===== config.mk =====
export PLATFORM = sky130hd
export DESIGN_NAME = timing_wheel_timer_scheduler_core
export DESIGN_NICKNAME = d
export VERILOG_FILES = /design/src/twsched_pkg.sv /design/src/timing_wheel_timer_scheduler_core.sv
export SDC_FILE = /design/constraint.sdc
export NUM_CORES = 1
export LEC_CHECK = 0
export BUFFER_PORTS_ARGS = -buffer_cell sky130_fd_sc_hd__buf_2
export CORE_AREA = 2 2 258 260
export CTS_CLUSTER_DIAMETER = 100
export DETAILED_ROUTE_END_ITERATION = 10
export DIE_AREA = 0 0 260 262
export MAX_ROUTING_LAYER = met4
export PLACE_DENSITY = 0.75
export SLEW_MARGIN = 0
export SYNTH_ARGS = -nofsm -noshare
export SYNTH_HDL_FRONTEND = slang
export SYNTH_SLANG_ARGS = --single-unit
export TNS_END_PERCENT = 5

===== constraint.sdc =====
create_clock -name clk -period 14.07 [get_ports clk]
set_input_delay 2.814 -clock clk [delete_from_list [all_inputs] [get_ports clk]]
set_output_delay 2.814 -clock clk [all_outputs]
set_load 0.1 [all_outputs]

===== src/twsched_pkg.sv =====
// Shared definitions for the timing wheel timer scheduler.
// Holds request field widths, request mode codes and parameter defaults.
// No dependencies.
package twsched_pkg;

  // Field widths of the request and result channels.
  localparam int MODE_W   = 2;
  localparam int ID_W     = 4;
  localparam int PERIOD_W = 16;

  // Defaults for the top-level parameters.
  localparam int DEFAULT_SLOTS  = 10;
  localparam int DEFAULT_TIMERS = 16;

  // Request mode codes.
  localparam logic [MODE_W-1:0] MODE_TICK   = 2'd0;
  localparam logic [MODE_W-1:0] MODE_ADD    = 2'd1;
  localparam logic [MODE_W-1:0] MODE_DELETE = 2'd2;

endpackage


===== src/timing_wheel_timer_scheduler_core.sv =====
// Timing wheel timer scheduler: hashed wheel of periodic timers.
// Depends on twsched_pkg for field widths, mode codes and defaults.
// A delete completes on acceptance; an add steps through accept, reciprocal multiply, remainder, write.
// A tick reads and checks each timer entry in turn, then ends the scan and flushes, and each
// timer that fires is re-armed via push, multiply, remainder and write; output stalls lengthen the tick.
// Synchronous reset disarms every timer and zeroes the current slot, not the tables.
module timing_wheel_timer_scheduler_core #(
  parameter int SLOTS  = twsched_pkg::DEFAULT_SLOTS,
  parameter int TIMERS = twsched_pkg::DEFAULT_TIMERS
) (
  input  logic                             clk,
  input  logic                             rst,
  input  logic                             in_valid,
  output logic                             in_stall,
  input  logic [twsched_pkg::MODE_W-1:0]   mode,
  input  logic [twsched_pkg::ID_W-1:0]     timer_id,
  input  logic [twsched_pkg::PERIOD_W-1:0] period,
  output logic                             out_valid,
  input  logic                             out_stall,
  output logic [twsched_pkg::ID_W-1:0]     fired_id,
  output logic                             last
);
  import twsched_pkg::*;

  localparam int SW        = $clog2(SLOTS);
  localparam int IDX_W     = (TIMERS > 1) ? $clog2(TIMERS) : 1;
  localparam int CNT_W     = $clog2(TIMERS + 1);
  localparam int RECIP_SH  = PERIOD_W + SW;
  localparam int PROD_W    = 2 * PERIOD_W + 1;

  localparam logic [SW:0]          SLOTS_V   = (SW + 1)'(SLOTS);
  localparam logic [SW-1:0]        LAST_SLOT = SW'(SLOTS - 1);
  localparam logic [CNT_W-1:0]     TIMERS_V  = CNT_W'(TIMERS);
  // Rounded-up reciprocal of the slot count, exact for every period value.
  localparam logic [PERIOD_W:0]    RECIP     =
    (PERIOD_W + 1)'(((1 << RECIP_SH) + SLOTS - 1) / SLOTS);

  typedef enum logic [2:0] {
    ST_IDLE,
    ST_SCAN_RD,
    ST_SCAN_CHK,
    ST_PUSH,
    ST_DIV,
    ST_REM,
    ST_WRITE,
    ST_FLUSH
  } state_t;

  state_t                 state;
  logic [SW-1:0]          cur_slot;
  logic [TIMERS-1:0]      armed;
  logic [CNT_W-1:0]       scan_cnt;
  logic [IDX_W-1:0]       scan_idx;
  logic                   tick_mode;
  logic [IDX_W-1:0]       tgt;
  logic [PERIOD_W-1:0]    per_reg;
  logic [PERIOD_W-1:0]    quo;
  logic [SW:0]            rem;
  logic [PROD_W-1:0]      prod;
  logic                   have_pend;
  logic [ID_W-1:0]        pend_id;

  // Timer tables, one entry per timer.
  logic [PERIOD_W-1:0]    period_mem [TIMERS];
  logic [SW-1:0]          slot_mem   [TIMERS];
  logic [PERIOD_W-1:0]    rounds_mem [TIMERS];
  logic [PERIOD_W-1:0]    rd_period;
  logic [SW-1:0]          rd_slot;
  logic [PERIOD_W-1:0]    rd_rounds;

  logic                   id_ok;
  logic [IDX_W-1:0]       id_idx;
  logic [PERIOD_W-1:0]    clamped;
  logic                   out_free;
  logic                   res_load;
  logic                   hit;
  logic [PERIOD_W-1:0]    div_q;
  logic [SW:0]            div_r;
  logic [SW:0]            slot_sum;
  logic [SW-1:0]          slot_new;
  logic                   rd_en;
  logic                   ent_we;
  logic                   dec_we;

  // Request decode and handshake.
  assign in_stall = (state != ST_IDLE);
  assign out_free = !out_valid || !out_stall;
  assign res_load = have_pend && out_free && ((state == ST_PUSH) || (state == ST_FLUSH));
  assign id_ok    = ({{(32 - ID_W){1'b0}}, timer_id} < 32'(TIMERS));
  assign id_idx   = IDX_W'(timer_id);
  assign clamped  = (period == '0) ? PERIOD_W'(1) : period;
  assign scan_idx = scan_cnt[IDX_W-1:0];

  // Scan compare against the entry read in the previous cycle.
  assign hit = armed[scan_idx] && (rd_slot == cur_slot);

  // Quotient by the slot count from the reciprocal product, and the
  // remainder from the low bits of the dividend.
  assign div_q = PERIOD_W'(prod[PROD_W-1:RECIP_SH]);
  assign div_r = quo[SW:0] - div_q[SW:0] * SLOTS_V;

  // New slot is current slot plus one plus the remainder, reduced once.
  assign slot_sum = {1'b0, cur_slot} + rem + (SW + 1)'(1);
  assign slot_new = (slot_sum >= SLOTS_V) ? SW'(slot_sum - SLOTS_V) : slot_sum[SW-1:0];

  // Table port controls.
  assign rd_en  = (state == ST_SCAN_RD) && (scan_cnt != TIMERS_V);
  assign ent_we = (state == ST_WRITE);
  assign dec_we = (state == ST_SCAN_CHK) && hit && (rd_rounds != '0);

  // Period and slot tables: written on arming, read during the scan.
  always_ff @(posedge clk) begin
    if (ent_we) begin
      period_mem[tgt] <= per_reg;
      slot_mem[tgt]   <= slot_new;
    end
    if (rd_en) begin
      rd_period <= period_mem[scan_idx];
      rd_slot   <= slot_mem[scan_idx];
    end
  end

  // Rounds table: written on arming or when a visited timer loses a round.
  always_ff @(posedge clk) begin
    if (ent_we) begin
      rounds_mem[tgt] <= quo;
    end else if (dec_we) begin
      rounds_mem[scan_idx] <= rd_rounds - PERIOD_W'(1);
    end
    if (rd_en) begin
      rd_rounds <= rounds_mem[scan_idx];
    end
  end

  // Sequencer, armed flags and the result register.
  always_ff @(posedge clk) begin
    if (rst) begin
      state     <= ST_IDLE;
      cur_slot  <= '0;
      armed     <= '0;
      scan_cnt  <= '0;
      tick_mode <= 1'b0;
      have_pend <= 1'b0;
      out_valid <= 1'b0;
    end else begin
      if (res_load) begin
        out_valid <= 1'b1;
      end else if (out_valid && !out_stall) begin
        out_valid <= 1'b0;
      end
      case (state)
        ST_IDLE: begin
          if (in_valid) begin
            case (mode)
              MODE_TICK: begin
                cur_slot  <= (cur_slot == LAST_SLOT) ? '0 : cur_slot + SW'(1);
                scan_cnt  <= '0;
                tick_mode <= 1'b1;
                state     <= ST_SCAN_RD;
              end
              MODE_ADD: begin
                if (id_ok) begin
                  tgt       <= id_idx;
                  per_reg   <= clamped;
                  quo       <= clamped - PERIOD_W'(1);
                  tick_mode <= 1'b0;
                  state     <= ST_DIV;
                end
              end
              MODE_DELETE: begin
                if (id_ok) begin
                  armed[id_idx] <= 1'b0;
                end
              end
              default: ;
            endcase
          end
        end
        ST_SCAN_RD: begin
          state <= (scan_cnt == TIMERS_V) ? ST_FLUSH : ST_SCAN_CHK;
        end
        ST_SCAN_CHK: begin
          if (hit && (rd_rounds == '0)) begin
            state <= ST_PUSH;
          end else begin
            scan_cnt <= scan_cnt + CNT_W'(1);
            state    <= ST_SCAN_RD;
          end
        end
        // Hand the previous firing to the output, hold this one back so
        // that the final one of the tick can be marked.
        ST_PUSH: begin
          if (!have_pend || out_free) begin
            if (have_pend) begin
              fired_id  <= pend_id;
              last      <= 1'b0;
            end
            pend_id   <= ID_W'(scan_cnt);
            have_pend <= 1'b1;
            tgt       <= scan_idx;
            per_reg   <= rd_period;
            quo       <= rd_period - PERIOD_W'(1);
            state     <= ST_DIV;
          end
        end
        // Multiply the dividend by the reciprocal of the slot count.
        ST_DIV: begin
          prod  <= PROD_W'(quo) * PROD_W'(RECIP);
          state <= ST_REM;
        end
        // Keep the quotient as the round count and the remainder for the slot.
        ST_REM: begin
          quo   <= div_q;
          rem   <= div_r;
          state <= ST_WRITE;
        end
        ST_WRITE: begin
          armed[tgt] <= 1'b1;
          if (tick_mode) begin
            scan_cnt <= scan_cnt + CNT_W'(1);
            state    <= ST_SCAN_RD;
          end else begin
            state <= ST_IDLE;
          end
        end
        ST_FLUSH: begin
          if (!have_pend) begin
            state <= ST_IDLE;
          end else if (out_free) begin
            fired_id  <= pend_id;
            last      <= 1'b1;
            have_pend <= 1'b0;
            state     <= ST_IDLE;
          end
        end
        default: begin
          state <= ST_IDLE;
        end
      endcase
    end
  end

  // The scan never runs past the last timer entry.
  a_scan_bound: assert property (@(posedge clk) disable iff (rst)
    scan_cnt <= TIMERS_V)
    else $error("scan counter beyond timer count");

  // The remainder used for the new slot stays below the slot count.
  a_rem_bound: assert property (@(posedge clk) disable iff (rst)
    state == ST_WRITE |-> rem < SLOTS_V)
    else $error("divider remainder out of range");

  // Every held-back firing is flushed before the next request.
  a_idle_no_pend: assert property (@(posedge clk) disable iff (rst)
    state == ST_IDLE |-> !have_pend)
    else $error("pending firing left over at idle");

  // A tick request starts a scan from the first entry.
  a_tick_scan: assert property (@(posedge clk) disable iff (rst)
    (in_valid && !in_stall && mode == MODE_TICK) |=>
      (state == ST_SCAN_RD && scan_cnt == '0))
    else $error("tick request did not start a scan");

  // A result only appears from the push or flush step.
  a_out_source: assert property (@(posedge clk) disable iff (rst)
    $rose(out_valid) |-> ($past(state) == ST_PUSH || $past(state) == ST_FLUSH))
    else $error("result raised outside push or flush");

endmodule


After elaboration in Yosys (flattened, before gate mapping) --
Memory sizes are Yosys's and may differ from the RTL's. A register that Yosys moved wholly into a read port is not among the register bits. Index checks and enable logic that the tools add are counted.
Word-level totals: memory bits (writable) 576, memories kept 3, word-level logic and storage cells 169, output and inout bits 7, input port bits 26, register bits 113
Memories:
- period_mem | words 16, width 16, rd ports 1, clocked after Yosys merged registers in 1, wr ports 1, line timing_wheel_timer_scheduler_core.sv:64 | logic [PERIOD_W-1:0] period_mem [TIMERS];
- rounds_mem | words 16, width 16, rd ports 1, clocked after Yosys merged registers in 1, wr ports 1, line timing_wheel_timer_scheduler_core.sv:66 | logic [PERIOD_W-1:0] rounds_mem [TIMERS];
- slot_mem | words 16, width 4, rd ports 1, clocked after Yosys merged registers in 1, wr ports 1, line timing_wheel_timer_scheduler_core.sv:65 | logic [SW-1:0] slot_mem [TIMERS];
Cells by class: reduce and logical (&&, ||, !) cells 42, eq/ne operators 25, $lt $le $gt $ge 6, bitwise operators 4, add/subtract/negate cells 9, $mul 2, muxes and demuxes 63
Operators with widths (count):
- two-way mux 16 bit | 10
- case mux 16 bit (2 select lines) | 2
- case mux 16 bit (3 select lines) | 1
- subtractor 16 x 1 -> 16 bit (second input constant) | 3
- two-way mux 4 bit | 10
- zero test 16 bit | 2
- multiplier 16 x 16 -> 32 bit (second input constant) | 1
- case mux 3 bit (8 select lines) | 1
- two-way mux 5 bit | 4
- two-way mux 1 bit | 19
- AND 16 bit | 1
- inverter 16 bit | 1
- OR 16 bit | 1
- case mux 4 bit (2 select lines) | 2
- nonzero test 16 bit | 1
- OR reduction 16 bit | 1
- < comparator 4 x 5 -> 1 bit (second input constant) | 3
- two-way mux 3 bit | 5
- case mux 5 bit (3 select lines) | 1
- AND reduction 5 bit | 3
- equality test 3 bit (second input constant) | 4
- inequality test 2 bit (second input constant) | 6
- AND reduction 3 bit | 4
- adder 5 x 1 -> 5 bit (second input constant) | 2
- 34 further kinds | 63

Logic depth before layout (Yosys ltp) --
Gate-level depths: netlist (run 1).
word-level depth 10, gate-level depth with buffers 20

Worst setup path before layout (run 1) --
Ideal clock, no wire load.
path type register -> register, start register quo[4], end register prod[29], data pin, arrival time 4.910 ns, slack 8.901 ns, cell stages (with the launch flop) 19, path through edfxtp_1 > ha_1 > xor2_1 > ha_1 > fa_1 > inv_1 > fa_1 > inv_1 > fa_1 > fa_1 > ha_1 > clkbuf_1 > o21ai_0 > a211o_1 > a31oi_1 > o22ai_1 > a31oi_1 > a21oi_1 > xnor2_1
On the way: word-level cells in the longest chain between the ends 1
Ends and longest elaborated chain:
- start: declaration | line timing_wheel_timer_scheduler_core.sv:57 | logic [PERIOD_W-1:0] quo;
- start signal: assignment | line timing_wheel_timer_scheduler_core.sv:165 | quo <= clamped - PERIOD_W'(1);
- start signal: assignment | line timing_wheel_timer_scheduler_core.sv:202 | quo <= rd_period - PERIOD_W'(1);
- start signal: assignment | line timing_wheel_timer_scheduler_core.sv:213 | quo <= div_q;
- multiplier 16 x 16 -> 32 bit | line timing_wheel_timer_scheduler_core.sv:208 | prod <= PROD_W'(quo) * PROD_W'(RECIP);
- end signal: assignment | line timing_wheel_timer_scheduler_core.sv:208
- end: declaration | line timing_wheel_timer_scheduler_core.sv:59 | logic [PROD_W-1:0] prod;
No other way between the ends. A chain may end at the register's enable or synchronous reset.

Worst setup path after layout (run 1) --
start register quo[4], end register prod[32], data pin
Same word-level chain as after synthesis.

==> metrics.log, run 1 <==
[metrics] result of the run: finished, final reports clean
[metrics] number of nets still failing antenna checks after routing: 0
[metrics] DIE WIDTH: about 260 um
[metrics] total area of multi-input combinational cells: around 0.011 sq mm
[metrics] most numerous cell types in the synthesized netlist: sky130_fd_sc_hd__edfxtp_1, sky130_fd_sc_hd__mux4_2, sky130_fd_sc_hd__inv_1, sky130_fd_sc_hd__ha_1, sky130_fd_sc_hd__nor2_1
[metrics] number of buffers added to fix hold violations after cts: 0
[metrics] mean area per synthesized cell: 17.4 sq um
[metrics] total length of routed wires: 76.1 mm
[metrics] CTS tree: done
[metrics] Fmax achieved: approximately 0.17 GHz
[metrics] maximum cell stage delay along the critical path: between 0.5 and 0.6 ns
[metrics] post-CTS setup buffer count: 0
[metrics] top cells by area, synth: sky130_fd_sc_hd__edfxtp_1, sky130_fd_sc_hd__mux4_2, sky130_fd_sc_hd__ha_1
[metrics] Max Fanout on Critical Path: 8
[metrics] post-cts repair resize count: 0
[metrics] Placeable Area: 0.0653 sq mm
[metrics] post-route clock skew: around 0.036 ns
[metrics] count of flip-flops with a built-in enable after synthesis: about 680
[metrics] post-synthesis to final-layout area growth: 12.0%
[metrics] mean number of vias per cell: approximately 6
[metrics] total standard cell area after synthesis: roughly 0.032 sq mm
[metrics] Crit-path slowest cell: sky130_fd_sc_hd__edfxtp_1
[metrics] maximum ir drop on the vdd rail: ~0.14 mV
[metrics] number of clock sinks seen by CTS: 706
[metrics] ordered list of cells on the worst path: ha_1 > xor2_1 > ha_1 > fa_1 > inv_1 > fa_1 > inv_1 > fa_1 > fa_1 > ha_1 > nand4_1 > nor3_1 > o21ai_0 > o21ai_1 > a31oi_1 > a21oi_1 > xnor2_1
[metrics] number of buffers inserted during clock tree synthesis: a little over 70
[metrics] gr ovfl total: 0
[metrics] HPWL after DPL: roughly 47 mm
[metrics] buffers added on ports: 32
[metrics] top cell type by total area after synthesis: sky130_fd_sc_hd__edfxtp_1
[metrics] fraction of the cycle the final worst path needs: approximately two fifths
[metrics] # setup viols final: 0
[metrics] Cell variety after synth: 59
[metrics] power per standard cell area: between 150 and 200 mW/mm^2
[metrics] fraction of synthesis flops using an asynchronous set or reset pin: 0%
[metrics] Clock transition at path regs: around 0.06 ns
[metrics] effective utilization at floorplan: approximately half
[metrics] Vias: approximately 17000
[metrics] arrival time at the worst endpoint: about 6.2 ns
[metrics] routability-driven placement congestion ratio: about 0.92
[metrics] detailed-router iteration count before antenna repair: 6
[metrics] FILL cells: just under 5000
[metrics] maximum capacitance violations: 0
[metrics] Sequential cell area: about 0.021 sq mm
[metrics] slew at the pin closest to its max-slew limit: approximately 1.1 ns
[metrics] fraction of final layout cells sized beyond drive strength 1: 21.4%
[metrics] number of instances in the synthesized netlist: between 1500 and 2000
[metrics] Final Core Density: between 50% and 60%
[metrics] largest registers ranked by flip-flop count: period_mem (256), rounds_mem (256), slot_mem (64)
[metrics] path category of the worst min-delay check: flop to flop
[metrics] Boundary Pins: 33
[metrics] Starting DRT DRC Count: roughly 1800
[metrics] height of the die: ~260 um
[metrics] vias in the first global route: about 18000
[metrics] clock tree root driver cell: sky130_fd_sc_hd__clkbuf_16
[metrics] most repeated cell in the gate-level netlist after synthesis: sky130_fd_sc_hd__edfxtp_1
[metrics] Seq/Total Area, Yosys: 64.3%
[metrics] first-pass GRT wire length: ~110 mm
[metrics] Final nets: between 2000 and 2500
[metrics] Die Footprint: between 0.06 and 0.07 sq mm
[metrics] standby leakage power: 12.5 nW
[metrics] setup TNS after final layout: 0 ns
[metrics] unrepaired setup endpoints after global routing: false
[metrics] Routed wire per std cell: about 26 um
[metrics] remaining routing DRC violations: 0
[metrics] CTS H-Tree Depth: 3
[metrics] Final Slew Violations: 0
[metrics] relative slew slack: around 27%
[metrics] synthesis-stage register bit count: 706
[metrics] Ys Warns: 0
[metrics] kind of launch point of the worst setup path: flop
[metrics] Worst-Skew Late Latency: 0.62 ns
[metrics] Primary FF master, synth: sky130_fd_sc_hd__edfxtp_1
[metrics] antenna violations before repair: 1
[metrics] Critical Setup Path Class: flop to flop
[metrics] Worst Path Required: 14.42 ns
[metrics] critical path capture point type: flop
[metrics] Pwr Total: 5.91 mW
[metrics] most numerous cell on the critical path: sky130_fd_sc_hd__fa_1
[metrics] buffer levels on the longest clock path: 3
[metrics] total number of placement rows: 94
[metrics] synthesized netlist net count: 2112
[metrics] final critical delay including setup and external delays: 5.85 ns
[metrics] number of hold violations in the final report: 0
[metrics] share of the synthesized area in the top cell type: between 60% and 70%
[metrics] total track usage: a little under a quarter
[metrics] pin count of the biggest net entering global routing: around 120
where the power goes:
group          total, mW  leakage, nW  internal [mW]  switching, mW
Clock               1.85         1.11           1.04          0.810
Sequential          2.44         6.34           2.39         0.0508
Combinational       1.63         5.09          0.675          0.953
cell families after synthesis:
family                   count (synthesis)  share of synthesized area, %
multiplexers                           206                          13.5
adder cells (fa/ha/maj)                224                          10.5
XOR/XNOR                                67                          1.81
AND/OR/NAND/NOR                        255                          3.82
buffers and inverters                  236                          2.80
flip-flops                             706                          64.3
AO/OA/AOI/OAI                          168                          3.22
cell usage in the layout (no fill, tap or decap), types with 17 or more instances in the layout:
master and n:
sky130_fd_sc_hd__buf_2 32, sky130_fd_sc_hd__a21oi_1 58, sky130_fd_sc_hd__o21ai_0 31, sky130_fd_sc_hd__inv_1 171, sky130_fd_sc_hd__fa_1 81, sky130_fd_sc_hd__clkinv_1 17
sky130_fd_sc_hd__nor3_1 21, sky130_fd_sc_hd__clkbuf_16 72, sky130_fd_sc_hd__xor2_1 35, sky130_fd_sc_hd__dfxtp_1 27, sky130_fd_sc_hd__mux4_2 185, sky130_fd_sc_hd__nand2_1 56
sky130_fd_sc_hd__xnor2_1 32, sky130_fd_sc_hd__edfxtp_1 675, sky130_fd_sc_hd__ha_1 143, sky130_fd_sc_hd__buf_4 53, sky130_fd_sc_hd__nor2_1 72
worst paths after layout:
kind / start / cells after the start / slack (ns) / endpoint
min: pend_id[0]$_DFFE_PP_ / 0 / 0.42 / fired_id[0]$_DFFE_PP_
max: quo[4]$_DFFE_PP_ / 17 / 8.22 / prod[32]$_DFFE_PP_
min reg2reg: pend_id[0]$_DFFE_PP_ / 0 / 0.42 / fired_id[0]$_DFFE_PP_
max reg2reg: quo[4]$_DFFE_PP_ / 17 / 8.22 / prod[32]$_DFFE_PP_
through the flow:
| step | cells | instance area, sq um | hold WS [ns] | worst slack [ns] |
|---|---|---|---|---|
| 2_1_floorplan | 1862 | 32500 | 0.400 | 8.90 |
| 3_3_place_gp | 2748 | 34000 | 0.403 | 8.43 |
| 3_5_place_dp | 2751 | 34100 | 0.405 | 8.32 |
| 4_1_cts | 2878 | 36400 | 0.419 | 8.29 |
| 5_1_grt | 2879 | 36400 | 0.438 | 7.92 |
| 6_report | 2879 | 36400 | 0.415 | 8.22 |
routing by layer:
layer | track usage, % | up-vias | routed length, um
li1 | - | 7382 | -
met1 | 30.5 | 9059 | 29900
met2 | 39.2 | 751 | 39100
met3 | 3.17 | 139 | 5110
met4 | 7.06 | 0 | 1960
met5 | - | - | 0
critical path: cells and delay by family, from the launching register on:
family,cells,cell delay (ns)
compound gates,4,1.04
flops,1,0.59
xor+xnor,2,0.28
simple gates,2,0.45
fa+ha+maj,7,3.12
buf+inv,2,0.11
final cells by class:
type | count | share of cell area [%]
clock inverters | 42 | 1.15
inverters | 172 | 1.77
diodes | 1 | 0.00688
clock buffers | 85 | 5.14
multi-input cells | 920 | 29.8
well taps | 864 | 2.97
repair buffers | 89 | 1.71
flip-flops and latches | 706 | 57.5
Note: power is estimated with default switching activity, not from simulation.
==> inputs of run 2 (changes only) <==
- ABC_AREA: default -> 1
- CORE_AREA: 2 2 258 260 -> 2 2 263 265
- DIE_AREA: 0 0 260 262 -> 0 0 265 267
- PLACE_DENSITY: 0.75 -> 0.78
- clock period: 14.07 -> 4.99 ns (I/O delays scaled with it)
==> run 2 against run 1 <==
Total power grew to 3.5 times the previous value. First-iteration DRC count is 71% higher. Worst setup slack worse by 8.1 ns. Non-clock buffer count rose by 35. Design area up 3.5%. Sequential share of layout area shrank 1.9 points. Clock skew is 0.0033 ns lower. Fmax is 21% higher.
==> metrics.log, run 2 <==
[metrics] Max Fanout on Critical Path: 4
[metrics] post-synthesis share of cell area spent on and, or, nand and nor gates: 11.4%
[metrics] effective utilization at floorplan: between 40% and 50%
[metrics] worst-case register-to-register setup slack: between 0.15 and 0.2 ns
[metrics] Adder-Cell Fraction of Synth Area: between 10 and 15%
[metrics] first-pass GRT wire length: between 100 and 150 mm
[metrics] Crit-path slowest cell: sky130_fd_sc_hd__fa_1
[metrics] fraction of final layout cells sized beyond drive strength 1: a little over a tenth
[metrics] kind of launch point of the worst setup path: flop
[metrics] Critical Setup Path Class: flop to flop
[metrics] post-route clock skew: roughly 0.033 ns
[metrics] Primary FF master, synth: sky130_fd_sc_hd__edfxtp_1
[metrics] worst reg2reg endpoint: prod[28]$_DFFE_PP_
[metrics] number of hold violations in the final report: 0
[metrics] maximum ir drop on the vdd rail: 0.704 mV
[metrics] routability-driven placement congestion ratio: 0.980
[metrics] Final nets: roughly 3300
[metrics] leading cell type in the layout, fill and taps excluded: sky130_fd_sc_hd__edfxtp_1
[metrics] DIE WIDTH: 265 um
[metrics] number of clock sinks seen by CTS: ~700
[metrics] Cell variety after synth: 50
[metrics] Fmax achieved: ~0.21 GHz
[metrics] height of the die: between 200 and 300 um
[metrics] destination of the worst hold path: fired_id[2]$_DFFE_PP_
[metrics] total standard cell area after synthesis: 0.0338 sq mm
[metrics] total track usage: 25.7%
[metrics] number of instances in the synthesized netlist: about 2900
[metrics] Die Footprint: approximately 0.07 sq mm
[metrics] clock tree root driver cell: sky130_fd_sc_hd__clkbuf_16
[metrics] power per standard cell area: 553 mW/mm^2
[metrics] portion of netlist area occupied by mux cells: 0%
[metrics] # setup viols final: 0
[metrics] fraction of the cycle the final worst path needs: 96.7%
[metrics] Final Slew Violations: 0
[metrics] Ys Warns: 0
[metrics] most repeated cell in the gate-level netlist after synthesis: sky130_fd_sc_hd__edfxtp_1
[metrics] most numerous cell on the critical path: sky130_fd_sc_hd__fa_1
[metrics] top cell type by total area after synthesis: sky130_fd_sc_hd__edfxtp_1
[metrics] relative slew slack: around 20%
[metrics] gr ovfl total: 0
[metrics] final critical-path setup slack: 0.167 ns
[metrics] Worst-Skew Late Latency: around 0.63 ns
[metrics] buffers added on ports: 32
[metrics] largest registers ranked by flip-flop count: period_mem (256), rounds_mem (256), slot_mem (64)
[metrics] detailed-router iteration count before antenna repair: 6
[metrics] path category of the worst min-delay check: flop to flop
[metrics] commonest cells after routing, fill and taps aside: sky130_fd_sc_hd__edfxtp_1, sky130_fd_sc_hd__nor2_1, sky130_fd_sc_hd__o21ai_0
[metrics] placed insts: roughly 3800
[metrics] number of buffers inserted during clock tree synthesis: between 60 and 70
[metrics] mean area per synthesized cell: approximately 11 sq um
[metrics] non-filler instance count after layout: about 3900
[metrics] beginning of the worst register-to-register path: quo[4]$_DFFE_PP_
[metrics] mean number of vias per cell: just under 6
[metrics] Bufs and invs on worst path: 2
[metrics] most numerous cell types in the synthesized netlist: sky130_fd_sc_hd__edfxtp_1, sky130_fd_sc_hd__nor2_1, sky130_fd_sc_hd__o21ai_0, sky130_fd_sc_hd__nand2_1, sky130_fd_sc_hd__inv_1
[metrics] FF-to-FF path depth: 16
[metrics] synthesis-stage register bit count: 706
[metrics] standby leakage power: around 14 nW
[metrics] buffer levels on the longest clock path: 3
[metrics] Boundary Pins: 33
[metrics] critical path capture point type: flop
[metrics] setup slack after placement: 0.0931 ns
[metrics] top cells by area, synth: sky130_fd_sc_hd__edfxtp_1, sky130_fd_sc_hd__ha_1, sky130_fd_sc_hd__o21ai_0
[metrics] Pwr Total: around 21 mW
[metrics] share of the synthesized area in the top cell type: approximately 60%
[metrics] Routed wire per std cell: 22.6 um
[metrics] remaining routing DRC violations: 0
[metrics] pin count of the biggest net entering global routing: between 200 and 250
[metrics] Starting DRT DRC Count: a little over 3000
[metrics] maximum capacitance violations: 0
[metrics] fraction of synthesis flops using an asynchronous set or reset pin: 0%
[metrics] Vias: 23375
[metrics] area share of xor/xnor cells in the synthesized design: between 1 and 1.5%
[metrics] Seq/Total Area, Yosys: between 60% and 70%
[metrics] total length of routed wires: approximately 89 mm
[metrics] CTS tree: done
[metrics] total number of placement rows: 96
[metrics] maximum cell stage delay along the critical path: approximately 0.55 ns
[metrics] synthesized netlist net count: about 3200
[metrics] post-synthesis to final-layout area growth: 11.5%
[metrics] unrepaired setup endpoints after global routing: true
[metrics] count of flip-flops with a built-in enable after synthesis: 675
[metrics] final critical delay including setup and external delays: just under 5 ns
[metrics] delay-heaviest family, CP: adder cells
[metrics] share of the synthesized area in compound gates (AO/OA/AOI/OAI): a little over a tenth
[metrics] arrival time at the worst endpoint: approximately 5.2 ns
[metrics] vias in the first global route: 22315
[metrics] Placeable Area: roughly 0.068 sq mm
[metrics] CTS H-Tree Depth: 3
[metrics] dominant combinational cell family by area after synthesis: simple AND/OR/NAND/NOR gates
[metrics] number of nets still failing antenna checks after routing: 0
[metrics] setup TNS after final layout: 0 ns
[metrics] ordered list of cells on the worst path: ha_4 > inv_1 > fa_1 > inv_1 > fa_1 > fa_1 > fa_1 > fa_1 > ha_4 > a21oi_2 > o21ai_0 > a21oi_1 > nand3_1 > nand2_1 > nand2_1 > xor2_1
[metrics] Clock transition at path regs: roughly 0.070 ns
[metrics] Worst Path Required: around 5.4 ns
[metrics] slew at the pin closest to its max-slew limit: ~1.2 ns
[metrics] worst hold path cell count: 0
[metrics] result of the run: finished, final reports clean
[metrics] startpoint of the lowest-slack hold path: pend_id[2]$_DFFE_PP_
[metrics] antenna violations before repair: 1
[metrics] HPWL after DPL: about 55 mm
run 2: changes by cell type in the layout (fill, tap and decap cells not counted), moves of 12 or more:
cell / previous run / this run
sky130_fd_sc_hd__o21ai_1: 2 / 15
sky130_fd_sc_hd__nor2_1: 72 / 403
sky130_fd_sc_hd__buf_4: 53 / 90
sky130_fd_sc_hd__mux4_2: 185 / 0
sky130_fd_sc_hd__o22ai_2: 12 / 0
sky130_fd_sc_hd__o22ai_1: 3 / 81
sky130_fd_sc_hd__nand2_1: 56 / 316
sky130_fd_sc_hd__inv_1: 171 / 265
sky130_fd_sc_hd__o221ai_1: 1 / 63
sky130_fd_sc_hd__nand3_1: 14 / 115
sky130_fd_sc_hd__nor2_2: 11 / 38
sky130_fd_sc_hd__o21ai_0: 31 / 341
sky130_fd_sc_hd__xnor2_1: 32 / 19
run 2: metal layers:
metal | up-vias | share of wire, % | routed length [um] | GRT usage (%)
li1 | 10509 | - | - | -
met1 | 11395 | 40 | 35900 | 34.7
met2 | 1283 | 46 | 41400 | 39.8
met3 | 188 | 10 | 9050 | 3.75
met4 | 0 | 3.1 | 2780 | 9.34
met5 | - | 0 | 0 | -
run 2: worst max path at each step:
stage / from / to / slack, ns / cells past startpoint
2_1_floorplan: quo[4]$_DFFE_PP_ / prod[31]$_DFFE_PP_ / 0.32 / 16
3_3_place_gp: quo[13]$_SDFFCE_PP0P_ / prod[26]$_DFFE_PP_ / 0.16 / 16
3_5_place_dp: quo[7]$_DFFE_PP_ / prod[31]$_DFFE_PP_ / 0.09 / 18
4_1_cts: quo[12]$_DFFE_PP_ / prod[26]$_DFFE_PP_ / 0.08 / 16
5_1_grt: quo[10]$_DFFE_PP_ / prod[28]$_DFFE_PP_ / -0.04 / 18
6_report: quo[4]$_DFFE_PP_ / prod[28]$_DFFE_PP_ / 0.17 / 16
run 2: final cells by class:
class / instances / area [sq um]
Fill cell: 5462 / 30300
Sequential cell: 706 / 20900
Multi-Input combinational cell: 1827 / 11500
Clock buffer: 78 / 1780
Tap cell: 882 / 1100
Inverter: 277 / 1050
Timing Repair Buffer: 124 / 876
Clock inverter: 45 / 439
Antenna cell: 2 / 5.00
run 2: cell families after synthesis:
family	after synthesis
flip-flops	706
buffers and inverters	408
AO/OA/AOI/OAI	626
AND/OR/NAND/NOR	933
XOR/XNOR	44
adder cells (fa/ha/maj)	224
run 2: power breakdown:
part	switching, mW	internal (mW)
Sequential	0.158	6.91
Clock	2.24	2.86
Combinational	5.43	3.20
Total	7.84	13.0
run 2: metrics by stage:
stage	area (sq um)	hold WS, ns	utilization (%)
6_report	37600	0.420	55.4
5_1_grt	37600	0.433	55.4
4_1_cts	37400	0.424	55.1
3_5_place_dp	35200	0.405	51.8
3_3_place_gp	35200	0.404	51.8
2_1_floorplan	33800	0.400	-
run 2: repair_timing:
action,in CTS,in global routing
gates resized for setup,0,18
hold buffers,0,0
setup buffers,0,10
setup endpoints to repair,0,10
